## config.mk

```make
export PLATFORM = sky130hd
export DESIGN_NAME = tilt_side_classifier_hysteresis
export DESIGN_NICKNAME = d
export VERILOG_FILES = /design/src/rtl/tsch_pkg.sv /design/src/rtl/tsch_classify.sv /design/src/rtl/tilt_side_classifier_hysteresis.sv
export SDC_FILE = /design/constraint.sdc
export NUM_CORES = 1
export LEC_CHECK = 0
export BUFFER_PORTS_ARGS = -buffer_cell sky130_fd_sc_hd__buf_4
export CAP_MARGIN = 20
export CORE_UTILIZATION = 65
export DETAILED_ROUTE_END_ITERATION = 12
export PLACE_DENSITY = 0.81
export SETUP_SLACK_MARGIN = 0.2
export SYNTH_ARGS = -nofsm -noshare
export SYNTH_HDL_FRONTEND = slang
export SYNTH_SLANG_ARGS = --single-unit
export TNS_END_PERCENT = 100
```

## constraint.sdc

```tcl
create_clock -name clk -period 19.5 [get_ports clk]
set_clock_uncertainty 0.1 [all_clocks]
set_input_delay 2.925 -clock clk [delete_from_list [all_inputs] [get_ports clk]]
set_output_delay 2.925 -clock clk [all_outputs]
set_load 0.05 [all_outputs]
```

## src/rtl/tsch_pkg.sv

```systemverilog
// ----------------------------------------------------------------------------
// tsch_pkg
// Shared types and constants for the tilt side classifier with hysteresis.
// ----------------------------------------------------------------------------
package tsch_pkg;

	// Sample and register widths
	localparam int unsigned SAMPLE_W = 16;
	localparam int unsigned CORR_W   = SAMPLE_W + 1;
	localparam int unsigned DIFF_W   = CORR_W + 1;
	localparam int unsigned THRESH_W = 17;
	localparam int unsigned CFG_W    = 17;
	localparam int unsigned CFG_IDX_W = 2;

	// Register indexes on the write port
	localparam logic [CFG_IDX_W-1:0] REG_OFFSET_X       = 2'd0;
	localparam logic [CFG_IDX_W-1:0] REG_OFFSET_Y       = 2'd1;
	localparam logic [CFG_IDX_W-1:0] REG_HOLD_THRESHOLD = 2'd2;

	// Threshold after reset: about 0.1 g at 8192 counts per g
	localparam logic [THRESH_W-1:0] HOLD_THRESHOLD_RST = 17'd819;

	// Downward side codes
	typedef enum logic [2:0] {
		SIDE_UNKNOWN = 3'd0,
		SIDE_FRONT   = 3'd1,
		SIDE_BACK    = 3'd2,
		SIDE_LEFT    = 3'd3,
		SIDE_RIGHT   = 3'd4
	} side_t;

	// Held orientation: side plus the corrected sample it was taken from
	typedef struct packed {
		side_t                     side;
		logic signed [CORR_W-1:0]  x;
		logic signed [CORR_W-1:0]  y;
		logic signed [CORR_W-1:0]  z;
	} held_t;

endpackage

```

## src/rtl/tsch_classify.sv

```systemverilog
// ----------------------------------------------------------------------------
// tsch_classify
// Offset correction, dominant axis side decision and the hysteresis test
// against the held orientation. Purely combinational.
// ----------------------------------------------------------------------------
module tsch_classify (
	input  logic signed [tsch_pkg::SAMPLE_W-1:0] accel_x,
	input  logic signed [tsch_pkg::SAMPLE_W-1:0] accel_y,
	input  logic signed [tsch_pkg::SAMPLE_W-1:0] accel_z,
	input  logic signed [tsch_pkg::SAMPLE_W-1:0] offset_x,
	input  logic signed [tsch_pkg::SAMPLE_W-1:0] offset_y,
	input  logic        [tsch_pkg::THRESH_W-1:0] hold_threshold,
	input  tsch_pkg::held_t                      held,
	output tsch_pkg::side_t                      side,
	output logic                                 update,
	output tsch_pkg::held_t                      held_next
);
	import tsch_pkg::*;

	logic signed [CORR_W-1:0] cx, cy, cz;
	logic        [CORR_W-1:0] ax, ay, az;
	logic signed [DIFF_W-1:0] dx, dy, dz;
	logic        [CORR_W-1:0] mx, my, mz;
	side_t                    new_side;
	logic                     hold;

	// Subtract offsets; Z is taken as it arrives
	assign cx = CORR_W'(accel_x) - CORR_W'(offset_x);
	assign cy = CORR_W'(accel_y) - CORR_W'(offset_y);
	assign cz = CORR_W'(accel_z);

	// Absolute values, all fit unsigned in CORR_W bits
	assign ax = cx[CORR_W-1] ? CORR_W'(-cx) : CORR_W'(cx);
	assign ay = cy[CORR_W-1] ? CORR_W'(-cy) : CORR_W'(cy);
	assign az = cz[CORR_W-1] ? CORR_W'(-cz) : CORR_W'(cz);

	// Pick the strictly dominant X or Y axis; a tie or a dominant Z gives SIDE_UNKNOWN
	always_comb begin
		priority if (ax > ay && ax > az) begin
			new_side = (!cx[CORR_W-1] && cx != '0) ? SIDE_FRONT : SIDE_BACK;
		end else if (ay > ax && ay > az) begin
			new_side = (!cy[CORR_W-1] && cy != '0) ? SIDE_LEFT : SIDE_RIGHT;
		end else begin
			new_side = SIDE_UNKNOWN;
		end
	end

	// Exact differences to the held sample and their magnitudes
	assign dx = DIFF_W'(cx) - DIFF_W'(held.x);
	assign dy = DIFF_W'(cy) - DIFF_W'(held.y);
	assign dz = DIFF_W'(cz) - DIFF_W'(held.z);
	assign mx = dx[DIFF_W-1] ? CORR_W'(-dx) : dx[CORR_W-1:0];
	assign my = dy[DIFF_W-1] ? CORR_W'(-dy) : dy[CORR_W-1:0];
	assign mz = dz[DIFF_W-1] ? CORR_W'(-dz) : dz[CORR_W-1:0];

	// Keep the held side only when both sides are known and nothing moved much
	assign hold = (held.side != SIDE_UNKNOWN) && (new_side != SIDE_UNKNOWN)
		&& (mx < hold_threshold) && (my < hold_threshold) && (mz < hold_threshold);

	assign update = !hold;
	assign side   = hold ? held.side : new_side;

	always_comb begin
		held_next.side = new_side;
		held_next.x    = cx;
		held_next.y    = cy;
		held_next.z    = cz;
	end

endmodule

```

## src/rtl/tilt_side_classifier_hysteresis.sv

```systemverilog
// ----------------------------------------------------------------------------
// tilt_side_classifier_hysteresis
// Classifies the downward side of a board from one accelerometer word and
// holds the previous side while the sample stays close to the held one.
// ----------------------------------------------------------------------------
// One word is accepted per clock cycle, sustained, as long as results are
// taken. An accepted word lands in the input register, is classified from it
// and is loaded into the result register when that register is empty or
// being drained. The rate is set by the single feedback loop through the
// held orientation register: offset subtract, absolute values, difference
// to the held sample and threshold compare. Configuration writes take effect
// at once and are meant to be made while no word is in flight.
// ----------------------------------------------------------------------------
module tilt_side_classifier_hysteresis (
	input  logic                                 clk,
	input  logic                                 arst_n,
	// configuration write port
	input  logic                                 wr_en,
	input  logic [tsch_pkg::CFG_IDX_W-1:0]       wr_index,
	input  logic [tsch_pkg::CFG_W-1:0]           wr_data,
	// input channel
	input  logic                                 in_valid,
	output logic                                 in_stall,
	input  logic signed [tsch_pkg::SAMPLE_W-1:0] accel_x,
	input  logic signed [tsch_pkg::SAMPLE_W-1:0] accel_y,
	input  logic signed [tsch_pkg::SAMPLE_W-1:0] accel_z,
	// result channel
	output logic                                 out_valid,
	input  logic                                 out_stall,
	output logic [2:0]                           side
);
	import tsch_pkg::*;

	logic signed [SAMPLE_W-1:0] offset_x_q, offset_y_q;
	logic        [THRESH_W-1:0] hold_threshold_q;

	logic                       valid_s1;
	logic signed [SAMPLE_W-1:0] x_s1, y_s1, z_s1;

	logic                       out_valid_q;
	side_t                      side_q;

	held_t                      held_q;
	held_t                      held_next;
	side_t                      calc_side;
	logic                       calc_update;

	logic                       out_load;
	logic                       advance;
	logic                       in_take;

	// Handshake: result register loads when empty or being drained
	assign out_load = !out_valid_q || !out_stall;
	assign advance  = valid_s1 && out_load;
	assign in_stall = valid_s1 && !out_load;
	assign in_take  = in_valid && !in_stall;

	// Configuration registers
	always_ff @(posedge clk or negedge arst_n) begin
		if (!arst_n) begin
			offset_x_q       <= '0;
			offset_y_q       <= '0;
			hold_threshold_q <= HOLD_THRESHOLD_RST;
		end else if (wr_en) begin
			unique case (wr_index)
				REG_OFFSET_X:       offset_x_q       <= wr_data[SAMPLE_W-1:0];
				REG_OFFSET_Y:       offset_y_q       <= wr_data[SAMPLE_W-1:0];
				REG_HOLD_THRESHOLD: hold_threshold_q <= wr_data[THRESH_W-1:0];
				default: ;
			endcase
		end
	end

	// Input register: valid flag
	always_ff @(posedge clk or negedge arst_n) begin
		if (!arst_n) begin
			valid_s1 <= 1'b0;
		end else if (in_take) begin
			valid_s1 <= 1'b1;
		end else if (advance) begin
			valid_s1 <= 1'b0;
		end
	end

	// Input register: payload
	always_ff @(posedge clk) begin
		if (in_take) begin
			x_s1 <= accel_x;
			y_s1 <= accel_y;
			z_s1 <= accel_z;
		end
	end

	tsch_classify u_classify (
		.accel_x        (x_s1),
		.accel_y        (y_s1),
		.accel_z        (z_s1),
		.offset_x       (offset_x_q),
		.offset_y       (offset_y_q),
		.hold_threshold (hold_threshold_q),
		.held           (held_q),
		.side           (calc_side),
		.update         (calc_update),
		.held_next      (held_next)
	);

	// Held orientation: replace unless the hysteresis test kept it
	always_ff @(posedge clk or negedge arst_n) begin
		if (!arst_n) begin
			held_q <= '{side: SIDE_UNKNOWN, x: '0, y: '0, z: '0};
		end else if (advance && calc_update) begin
			held_q <= held_next;
		end
	end

	// Result register
	always_ff @(posedge clk or negedge arst_n) begin
		if (!arst_n) begin
			out_valid_q <= 1'b0;
		end else if (out_load) begin
			out_valid_q <= valid_s1;
		end
	end

	always_ff @(posedge clk) begin
		if (advance) begin
			side_q <= calc_side;
		end
	end

	assign out_valid = out_valid_q;
	assign side      = side_q;

endmodule

```

# ---- Yosys cells after proc, flatten, opt, wreduce, memory -nomap -nowiden
# Index checks and enable logic that the tools add are counted.
dict set report word_totals {
  wordCells 75
  out_inout_bits 5
  reg_bits 155
}
dict set report op_classes {
  add_sub_neg 11
  eq_ne 2
  magnitude_cmp 7
  n_reduce_logical 29
  mux 13
}
# operator n
set op_table {}
lappend op_table {{17-bit two-way mux} 6}
lappend op_table {{17-bit negation} 5}
lappend op_table {{17-bit greater-than comparator} 4}
lappend op_table {{17-bit < comparator} 3}
lappend op_table {{16-bit by 16-bit subtractor with 17-bit output} 3}
lappend op_table {{17-bit by 17-bit subtractor with 18-bit output} 2}
lappend op_table {{17-bit nonzero test} 2}
lappend op_table {{16-bit negation with 17-bit output} 1}
lappend op_table {{1-bit logical AND} 12}
lappend op_table {{3-bit two-way mux} 4}
lappend op_table {{1-bit logical NOT} 7}
lappend op_table {{2-bit AND reduction} 3}
lappend op_table {{3-bit nonzero test} 2}
lappend op_table {{2-bit by 1-bit equality test with 1-bit output (second input constant)} 1}
lappend op_table {{2-bit equality test (second input constant)} 1}
lappend op_table {{2-bit logical NOT} 1}
lappend op_table {{1-bit two-way mux} 2}
lappend op_table {{2-bit two-way mux} 1}
lappend op_table {{2-bit nonzero test} 1}
lappend op_table {{1-bit logical OR} 1}

# ---- Longest topological paths before layout
# Gate-level depths: netlist of run 1.
dict set report depth {
  ltp_word 14
  ltp_mapped 35
  ltp_nobuf 31
}

# ---- By module
# From an unflattened synthesis of run 1, not the netlist that was laid out.
dict set report unflattened {
  cells_unflattened 1523
  area_unflattened_um2 14196.1
}
# module area_each_um2 cells_each seq_area_each_um2 instances
set modules_own_cells {}
lappend modules_own_cells {tsch_classify 8727.1 1245 0.0 1}
lappend modules_own_cells {tilt_side_classifier_hysteresis 5469.0 278 4166.5 1}

# ---- Worst setup path before layout of run 1
# No wires, ideal clock.
dict set report synth_timing {
  kind {flip-flop to flip-flop}
  startpoint {register y_s1[0]}
  endpoint {register held_q[41] in the netlist's numbering}
  t_required_ps 19270
  slack_ps 12640
  stages_incl_launch_ff 35
  t_arrival_ps 6630
  cell_sequence {edfxtp_1 > inv_1 > ha_1 > inv_1 > fa_1 > a21o_1 > a21oi_1 > o21bai_1 > a221o_1 > xor2_1 > ha_1 > a21o_1 > a2111oi_0 > a21oi_1 > a221oi_1 > o211a_1 > a31oi_1 > clkbuf_1 > nor2_1 > a21oi_1 > ha_1 > a21boi_0 > o21a_1 > o21a_1 > o21a_1 > o21ai_0 > nand2b_1 > a211oi_1 > o41ai_1 > o31a_1 > buf_4 > clkbuf_1 > clkbuf_1 > nand2_1 > o21ai_0}
}
# element line
set synth_lines {}
lappend synth_lines {{start: declaration} tilt_side_classifier_hysteresis.sv:38} ;# logic signed [SAMPLE_W-1:0] x_s1, y_s1, z_s1;
lappend synth_lines {{start signal: assignment} tilt_side_classifier_hysteresis.sv:89} ;# y_s1 <= accel_y;
lappend synth_lines {{end signal: assignment} tilt_side_classifier_hysteresis.sv:110} ;# held_q <= '{side: SIDE_UNKNOWN, x: '0, y: '0, z: '0};
lappend synth_lines {{end signal: assignment} tilt_side_classifier_hysteresis.sv:112} ;# held_q <= held_next;
lappend synth_lines {{end: declaration} tilt_side_classifier_hysteresis.sv:43} ;# held_t held_q;

==> reports/qor.csv, run 1 <==
metric,value,unit
initial drt markers,827,
"Slowest-stage cell, CP",a31oi_2,
core footprint,21020,sq um
status,"complete, no violations",
vias,11695,
Worst Path Max Fanout,58,
max-cap violations,0,
TritonCTS buffer count,17,
FF+latch area,4141,sq um
Syn Inst Count,1551,
Yosys reg bits,155,
synthesized area,13900,sq um
initial antenna violation count,0,
DRC,0,
drt first pass iters,5,
clock slew at reported path FFs,0.08,ns
largest net degree at the start of global routing,59,
number of nets in the layout,1879,
"Async S/R FF share, synth",67.10,%
DR vias/cell,6.136,
Crit. End Element,flip-flop,
wire per inst,18.39,um
Max Buffers Root-to-Sink,2,
Die W,148.2,um
Fillers,1552,
Post-synth top cells,"ha_1, inv_1, nand2_1, o21ai_0, xnor2_1",
total grt overflow,0,
Die Y-Extent,148.2,um
# diodes,0,
Crit path required time,19.73,ns
hpwl dp,27.29,mm
endpoints failing hold,0,
library cells used by synthesis,86,
Clock Latency Late Sink,0.45,ns
htree depth,4,
top cell type's share of synthesized area,17.64,%
Post-CTS Hold Buffers,0,
Post CTS Setup Buffer Count,0,
Post-Route WL,35.06,mm
Final Max Slew Viols,0,
Total GRT Usage,33.14,%
YS warnings,0,
"Arr. time, crit path",8.49,ns
first-pass GRT wire length,56.61,mm
CP max stage delay,0.66,ns
Worst Tran Pin Value,1.037,ns
Yosys top cell by area,dfrtp_1,
Util after Layout,72.93,%
most frequent cell after synthesis,ha_1,
I/O Pins,77,
Setup TNS Final,0,ns
Setup Viol. Count Final,0,
syn_area_per_cell,8.961,sq um
number of global-route vias before repair,11489,
port buffer count,76,
max frequency,0.1211,GHz
post_cts resized,0,
Multi-input gate area,9071,sq um
placed instance area,14690,sq um
RSZ-0062 raised after global routing,no,
Worst Setup Path Type,reg -> reg,
"EDFF count, synth",51,
row cnt,53,
GPL Wtd Cong,1.033,
post-route ant nets,0,
synth top area cells,"dfrtp_1, ha_1, edfxtp_1",
Hold Crit Class,reg -> reg,
worst rel slew slack,30.45,%
CTS root buf,clkbuf_16,
effective utilization at floorplan,66.12,%
Sink Count,155,
layout cell share with drive strength beyond 1,11.83,%
Synth Flop Type,dfrtp_1,
CTS tree,built,
die area,21970,sq um
startpoint types,flip-flop,
Area Growth Syn to Fin,10.31,%
register area share after synthesis,29.80,%
final instance area,15330,sq um
post-route minimum period,8.258,ns
Final period util,42.35,%
-- path summary, 6_finish.rpt --
path / from / to / slack [ns] / cells after the start
setup / recovery: offset_x_q[0] / held_q[51] / 11.24 / 28
hold / removal: valid_s1 / out_valid / 0.39 / 1
setup reg to reg: offset_x_q[0] / held_q[51] / 11.24 / 28
hold reg to reg: valid_s1 / out_valid / 0.39 / 1
max in group asynchronous: arst_n / held_q[1] / 15.64 / 2
min in group asynchronous: arst_n / offset_y_q[5] / 2.38 / 1
-- final cells by class --
| class | count | share of cell area (%) |
|---|---|---|
| sequential | 155 | 27.01 |
| multi-input combinational | 1221 | 59.17 |
| clock inverter | 15 | 1.347 |
| timing repair buffer | 82 | 3.999 |
| tap | 275 | 2.244 |
| clock buffer | 17 | 2.775 |
| inverter | 141 | 3.452 |
-- layer usage --
layer / vias to the layer above / track usage (%) / wire length (um) / share of wire (%)
met4: 0 / 13.76 / 1217 / 3.5
met2: 374 / 56.95 / 16950 / 48
met1: 5553 / 41.87 / 14840 / 42
li1: 5695 / - / - / -
met3: 73 / 4.509 / 2047 / 5.8
met5: - / 0 / 0 / 0
-- metrics by stage --
step,std cells,worst slack (ns),hold WS [ns]
after floorplan,1552,12.64,0.3492
after global placement,1873,11.63,0.3566
after detailed placement,1873,11.41,0.3785
after CTS,1905,11.34,0.3999
after global routing,1906,10.64,0.4167
final,1906,11.24,0.3937
-- worst max-delay path: cells and delay by family, from the launching register on --
kind / cells / cell delay [ns]
AO/OA/AOI/OAI: 16 / 3.99
XOR/XNOR: 1 / 0.61
adder cells (fa/ha/maj): 5 / 1.55
buffers and inverters: 1 / 0.40
flip-flops: 1 / 0.39
multiplexers: 1 / 0.29
AND/OR/NAND/NOR: 4 / 0.80
-- state kept, by name, indices dropped and copies added, names as in the netlist --
| signal | cells |
|---|---|
| z_s1 | 16 |
| offset_x_q | 16 |
| offset_y_q | 16 |
| hold_threshold_q | 17 |
| valid_s1 | 1 |
| out_valid | 1 |
| x_s1 | 16 |
| side | 3 |
| held_q | 53 |
| y_s1 | 16 |
-- cell usage in the layout (no fill, tap or decap), types with 32 or more instances in the layout --
cell type / instances
dfrtp_1: 98
o21ai_0: 123
buf_4: 81
inv_1: 141
a21oi_1: 73
ha_1: 184
nand2_1: 124
nand3_1: 32
a21o_1: 33
xnor2_1: 102
nor2_1: 87
o21a_1: 36
edfxtp_1: 51
xor2_1: 47
nor3_1: 36
mux2_2: 40
-- cells by family after synthesis --
logic type	Yosys count	share of synthesized area, %
AO/OA/AOI/OAI	387	18.13
XOR/XNOR	152	9.786
adder cells (fa/ha/maj)	190	17.36
buffers and inverters	176	5.014
flip-flops	155	29.80
multiplexers	49	3.889
other	1	0.02698
AND/OR/NAND/NOR	441	16.00
Power of run 1 is left out: the tool's default activity adds up to more than one toggle a clock period on the data nets, which glitch-free logic cannot reach.
==> run 2, diff against run 1 <==
--- a/config.mk
+++ b/config.mk
@@ -7,9 +7,9 @@
 export LEC_CHECK = 0
 export BUFFER_PORTS_ARGS = -buffer_cell sky130_fd_sc_hd__buf_4
 export CAP_MARGIN = 20
-export CORE_UTILIZATION = 65
+export CORE_UTILIZATION = 63
 export DETAILED_ROUTE_END_ITERATION = 12
-export PLACE_DENSITY = 0.81
+export PLACE_DENSITY = 0.79
 export SETUP_SLACK_MARGIN = 0.2
 export SYNTH_ARGS = -nofsm -noshare
 export SYNTH_HDL_FRONTEND = slang
==> constraint.sdc (replaced) <==
create_clock -name clk -period 8.4 [get_ports clk]
set_clock_uncertainty 0.1 [all_clocks]
set_input_delay 1.26 -clock clk [delete_from_list [all_inputs] [get_ports clk]]
set_output_delay 1.26 -clock clk [all_outputs]
set_load 0.05 [all_outputs]
==> run 2 against run 1 <==
Against the previous run: first-iteration DRC count is 18% lower; register-to-register slack worse by 10 ns; cell count is 0.52% higher; global-route usage is 0.53 points lower; critical path depth is 3 higher; die area is 3.1% higher; final area is 0.66% higher; hold slack worse by 0.012 ns; setup slack worse by 10 ns; wire length is 1.6% higher; utilization is 0.66 points lower; count of clock-buffer cells in the layout stayed put; critical path type unchanged.
==> reports/qor.csv, run 2 (synthesized netlist as in run 1, its figures left out) <==
metric,value,unit
Post-CTS Hold Buffers,0,
worst rel slew slack,38.76,%
layout cell share with drive strength beyond 1,12.37,%
"commonest non-fill, non-tap cell in the layout",ha_1,
Worst Path Max Fanout,65,
Area Growth Syn to Fin,11.04,%
Post-Route WL,35.62,mm
startpoint types,flip-flop,
core footprint,21350,sq um
I/O Pins,77,
initial antenna violation count,0,
Crit. End Element,flip-flop,
number of global-route vias before repair,11248,
Die W,150.5,um
CP max stage delay,0.53,ns
Max Buffers Root-to-Sink,2,
largest registers,"held_q: 53 flops, hold_threshold_q: 17 flops",
Setup TNS Final,0,ns
dpl ws,0.6378,ns
CTS root buf,clkbuf_16,
wire per inst,18.59,um
Die Y-Extent,150.5,um
endpoints failing hold,0,
first-pass GRT wire length,56.50,mm
# diodes,0,
RSZ-0062 raised after global routing,no,
Setup Viol. Count Final,0,
htree depth,4,
GPL Wtd Cong,0.9766,
Multi-input gate area,9080,sq um
Crit path required time,8.62,ns
CTS tree,built,
total grt overflow,0,
drt first pass iters,8,
TritonCTS buffer count,17,
Worst Tran Pin Value,0.9158,ns
hpwl dp,27.68,mm
"Slowest-stage cell, CP",o41ai_1,
CP Buf/Inv Count,4,
Fillers,1636,
Sink Count,155,
highest-count cells in the layout ignoring fill and taps,"ha_1, inv_1, nand2_1",
setup slack after layout,0.7440,ns
Final Max Slew Viols,0,
row cnt,53,
effective utilization at floorplan,65.09,%
number of nets in the layout,1889,
die area,22660,sq um
final instance area,15430,sq um
max frequency,0.1306,GHz
port buffer count,76,
status,"complete, no violations",
Hold Crit Class,reg -> reg,
post-route ant nets,0,
Worst Setup Path Type,reg -> reg,
post_cts resized,0,
Clock Latency Late Sink,0.44,ns
vias,11715,
max FFs per register,53,
DRC,0,
Post-Layout Cell Count,1916,
Total GRT Usage,32.60,%
post-route minimum period,7.656,ns
Final period util,91.14,%
FF+latch area,4141,sq um
DR vias/cell,6.114,
placed instance area,14780,sq um
Post CTS Setup Buffer Count,0,
max-cap violations,0,
Worst path top cell family by delay,compound AO/OA/AOI/OAI gates,
placed insts,1883,
initial drt markers,682,
Largest Register,held_q,
"Arr. time, crit path",7.88,ns
largest net degree at the start of global routing,68,
clock slew at reported path FFs,0.08,ns
-- run 2: area by class of cell --
class                           instances  share of cell area (%)
Timing Repair Buffer                   92                   4.540
Sequential cell                       155                   26.84
Multi-Input combinational cell       1221                   58.84
Clock inverter                         15                   1.370
Clock buffer                           17                   2.757
Inverter                              141                   3.430
Tap cell                              275                   2.230
-- run 2: metrics by stage --
step                util, %  hold slack, ns
detailed placement    69.23          0.3675
global route          72.27          0.4066
CTS                   72.21          0.3871
floorplan                 -          0.3492
finish                72.27          0.3818
global placement      69.23          0.3588
-- run 2: worst reg2reg max path: cells and delay by family, from the launching register on --
kind	cells	cell delay (ns)
AOI/OAI and AO/OA	19	4.50
adders and majority gates	4	1.20
buffers and inverters	4	0.59
DFF	1	0.37
muxes	1	0.37
and+or+nand+nor	2	0.24
xor gates and xnor gates	1	0.16
-- run 2: path summary, 6_finish.rpt --
path | slack [ns] | depth (start not counted) | end | start
setup / recovery | 0.74 | 31 | held_q[53] | y_s1[0]
hold / removal | 0.38 | 1 | out_valid | valid_s1
setup reg to reg | 0.74 | 31 | held_q[53] | y_s1[0]
hold reg to reg | 0.38 | 1 | out_valid | valid_s1
max in group asynchronous | 6.23 | 2 | held_q[39] | arst_n
min in group asynchronous | 0.70 | 1 | held_q[26] | arst_n
-- run 2: layer usage --
layer | GRT usage [%] | wire length [um] | vias to the layer above
met5 | 0 | 0 | -
met2 | 53.76 | 16430 | 333
li1 | - | - | 5710
met4 | 15.86 | 1650 | 0
met3 | 3.788 | 1951 | 84
met1 | 42.43 | 15590 | 5588
Power of run 2 is left out for the same reason.
==> run 3, diff against run 2 <==
--- a/config.mk
+++ b/config.mk
@@ -5,12 +5,13 @@
 export SDC_FILE = /design/constraint.sdc
 export NUM_CORES = 1
 export LEC_CHECK = 0
+export ABC_AREA = 1
 export BUFFER_PORTS_ARGS = -buffer_cell sky130_fd_sc_hd__buf_4
 export CAP_MARGIN = 20
 export CORE_UTILIZATION = 63
 export DETAILED_ROUTE_END_ITERATION = 12
 export PLACE_DENSITY = 0.79
-export SETUP_SLACK_MARGIN = 0.2
+export SETUP_SLACK_MARGIN = 0.4
 export SYNTH_ARGS = -nofsm -noshare
 export SYNTH_HDL_FRONTEND = slang
 export SYNTH_SLANG_ARGS = --single-unit
==> run 3 against run 2 <==
Against the previous run: wire length rose by 9.1%; final area rose by 3.2%; setup slack improved by 0.35 ns.
==> reports/qor.csv, run 3 <==
metric,value,unit
status,"complete, no violations",
total grt overflow,0,
Hold Crit Class,reg -> reg,
Final Max Slew Viols,0,
Worst Path Max Fanout,57,
hold_sp,held_q[12],
Area Growth Syn to Fin,9.950,%
initial drt markers,1139,
Yosys top cell by area,dfrtp_1,
reg-to-reg startpoint,y_s1[0],
Largest Register,held_q,
hpwl dp,31.49,mm
startpoint types,flip-flop,
CTS root buf,clkbuf_16,
Synth Flop Type,dfrtp_1,
"commonest non-fill, non-tap cell in the layout",nand2_1,
largest registers,"held_q: 53 flops, hold_threshold_q: 17 flops",
layout cell share with drive strength beyond 1,8.900,%
clock slew at reported path FFs,0.07,ns
library cells used by synthesis,51,
row cnt,55,
drt first pass iters,5,
final hold slack,0.3822,ns
max FFs per register,53,
CTS tree,built,
RSZ-0062 raised after global routing,no,
worst rel slew slack,28.37,%
Max Buffers Root-to-Sink,2,
Post-Route WL,38.88,mm
effective utilization at floorplan,64.18,%
initial antenna violation count,0,
YS warnings,0,
Syn Inst Count,2004,
"Arr. time, crit path",7.56,ns
Worst Tran Pin Value,1.071,ns
most used cell along the critical path,nand2_1,
wire per inst,16.37,um
port buffer count,76,
largest net degree at the start of global routing,67,
Setup Viol. Count Final,0,
GPL Wtd Cong,1.005,
htree depth,4,
Die W,153.6,um
synthesized area,14490,sq um
crit path from,y_s1[0],
Crit. End Element,flip-flop,
post_cts resized,0,
post-route minimum period,7.307,ns
vias,13262,
Post CTS Setup Buffer Count,0,
DR vias/cell,5.584,
Post-CTS Hold Buffers,0,
I/O Pins,77,
Post-Layout Cell Count,2375,
"Async S/R FF share, synth",67.10,%
register area share after synthesis,28.59,%
syn_area_per_cell,7.229,sq um
Crit path required time,8.65,ns
DRC,0,
Clock Latency Late Sink,0.44,ns
Yosys reg bits,155,
endpoints failing hold,0,
highest-count cells in the layout ignoring fill and taps,"nand2_1, inv_1, ha_1",
Fillers,1949,
Post-synth top cells,"nand2_1, inv_1, ha_1, o21ai_0, nor2_1",
synth top area cells,"dfrtp_1, ha_1, nand2_1",
Final period util,86.99,%
"EDFF count, synth",51,
core footprint,22570,sq um
number of nets in the layout,2338,
"Slowest-stage cell, CP",o21ai_0,
number of global-route vias before repair,12668,
first-pass GRT wire length,62.18,mm
Worst Setup Path Type,reg -> reg,
post-route ant nets,0,
CP max stage delay,0.47,ns
TritonCTS buffer count,17,
max frequency,0.1369,GHz
die area,23610,sq um
Die Y-Extent,153.6,um
# diodes,0,
final instance area,15930,sq um
max-cap violations,0,
placed instance area,15270,sq um
top cell type's share of synthesized area,16.93,%
Setup TNS Final,0,ns
placed insts,2341,
Total GRT Usage,33.63,%
Sink Count,155,
most frequent cell after synthesis,nand2_1,
## run 3: cell count changes after synthesis, sizes merged, moves of 29 or more
| cell | change |
|---|---|
| inv | +209 |
| mux2 | -40 |
| xor2 | +56 |
| a21o | -29 |
| a21oi | +39 |
| nor2 | +44 |
| nand2 | +396 |
| xnor2 | -82 |
| nand3 | +61 |
| o21a | -35 |
## run 3: path summary, 6_finish.rpt
path / endpoint / slack (ns) / depth (start not counted)
setup / recovery: held_q[42] / 1.09 / 47
hold / removal: held_q[12] / 0.38 / 2
setup reg to reg: held_q[42] / 1.09 / 47
hold reg to reg: held_q[12] / 0.38 / 2
max in group asynchronous: held_q[43] / 6.26 / 2
min in group asynchronous: held_q[18] / 0.68 / 1
## run 3: critical path, delay by kind of cell (launching register included)
family	cells	cell delay [ns]
buffers and inverters	8	1.53
flip-flops	1	0.36
adder cells (fa/ha/maj)	4	1.22
AO/OA/AOI/OAI	9	1.56
AND/OR/NAND/NOR	26	2.46
## run 3: layout make-up
cell class | count | area, sq um | area share (%)
Tap cell | 285 | 356.6 | 2.239
Inverter | 352 | 1321 | 8.295
Timing Repair Buffer | 81 | 628.1 | 3.943
Multi-Input combinational cell | 1470 | 8856 | 55.60
Clock buffer | 17 | 425.4 | 2.671
Clock inverter | 15 | 198.9 | 1.249
Sequential cell | 155 | 4141 | 26.00
## run 3: logic make-up after synthesis
logic type                 Yosys count  synth area share (%)
other                                1               0.02589
and+or+nand+nor                    836                 24.88
adders and majority gates          189                 16.58
buffers and inverters              380                 10.30
xor gates and xnor gates           125                 7.609
AOI/OAI and AO/OA                  318                 12.01
DFF                                155                 28.59
## run 3: stage by stage
stage | worst slack (ns) | utilization (%)
global placement | 1.524 | 67.64
detailed placement | 1.308 | 67.64
CTS | 1.262 | 70.41
finish | 1.093 | 70.57
floorplan | 2.827 | -
global route | 0.4186 | 70.57
## run 3: layer usage
layer | track usage, % | wire [um]
met1 | 43.17 | 17200
met5 | 0 | 0
met3 | 4.453 | 2126
met2 | 57.94 | 18300
met4 | 12.24 | 1251
Power of run 3 is left out for the same reason.
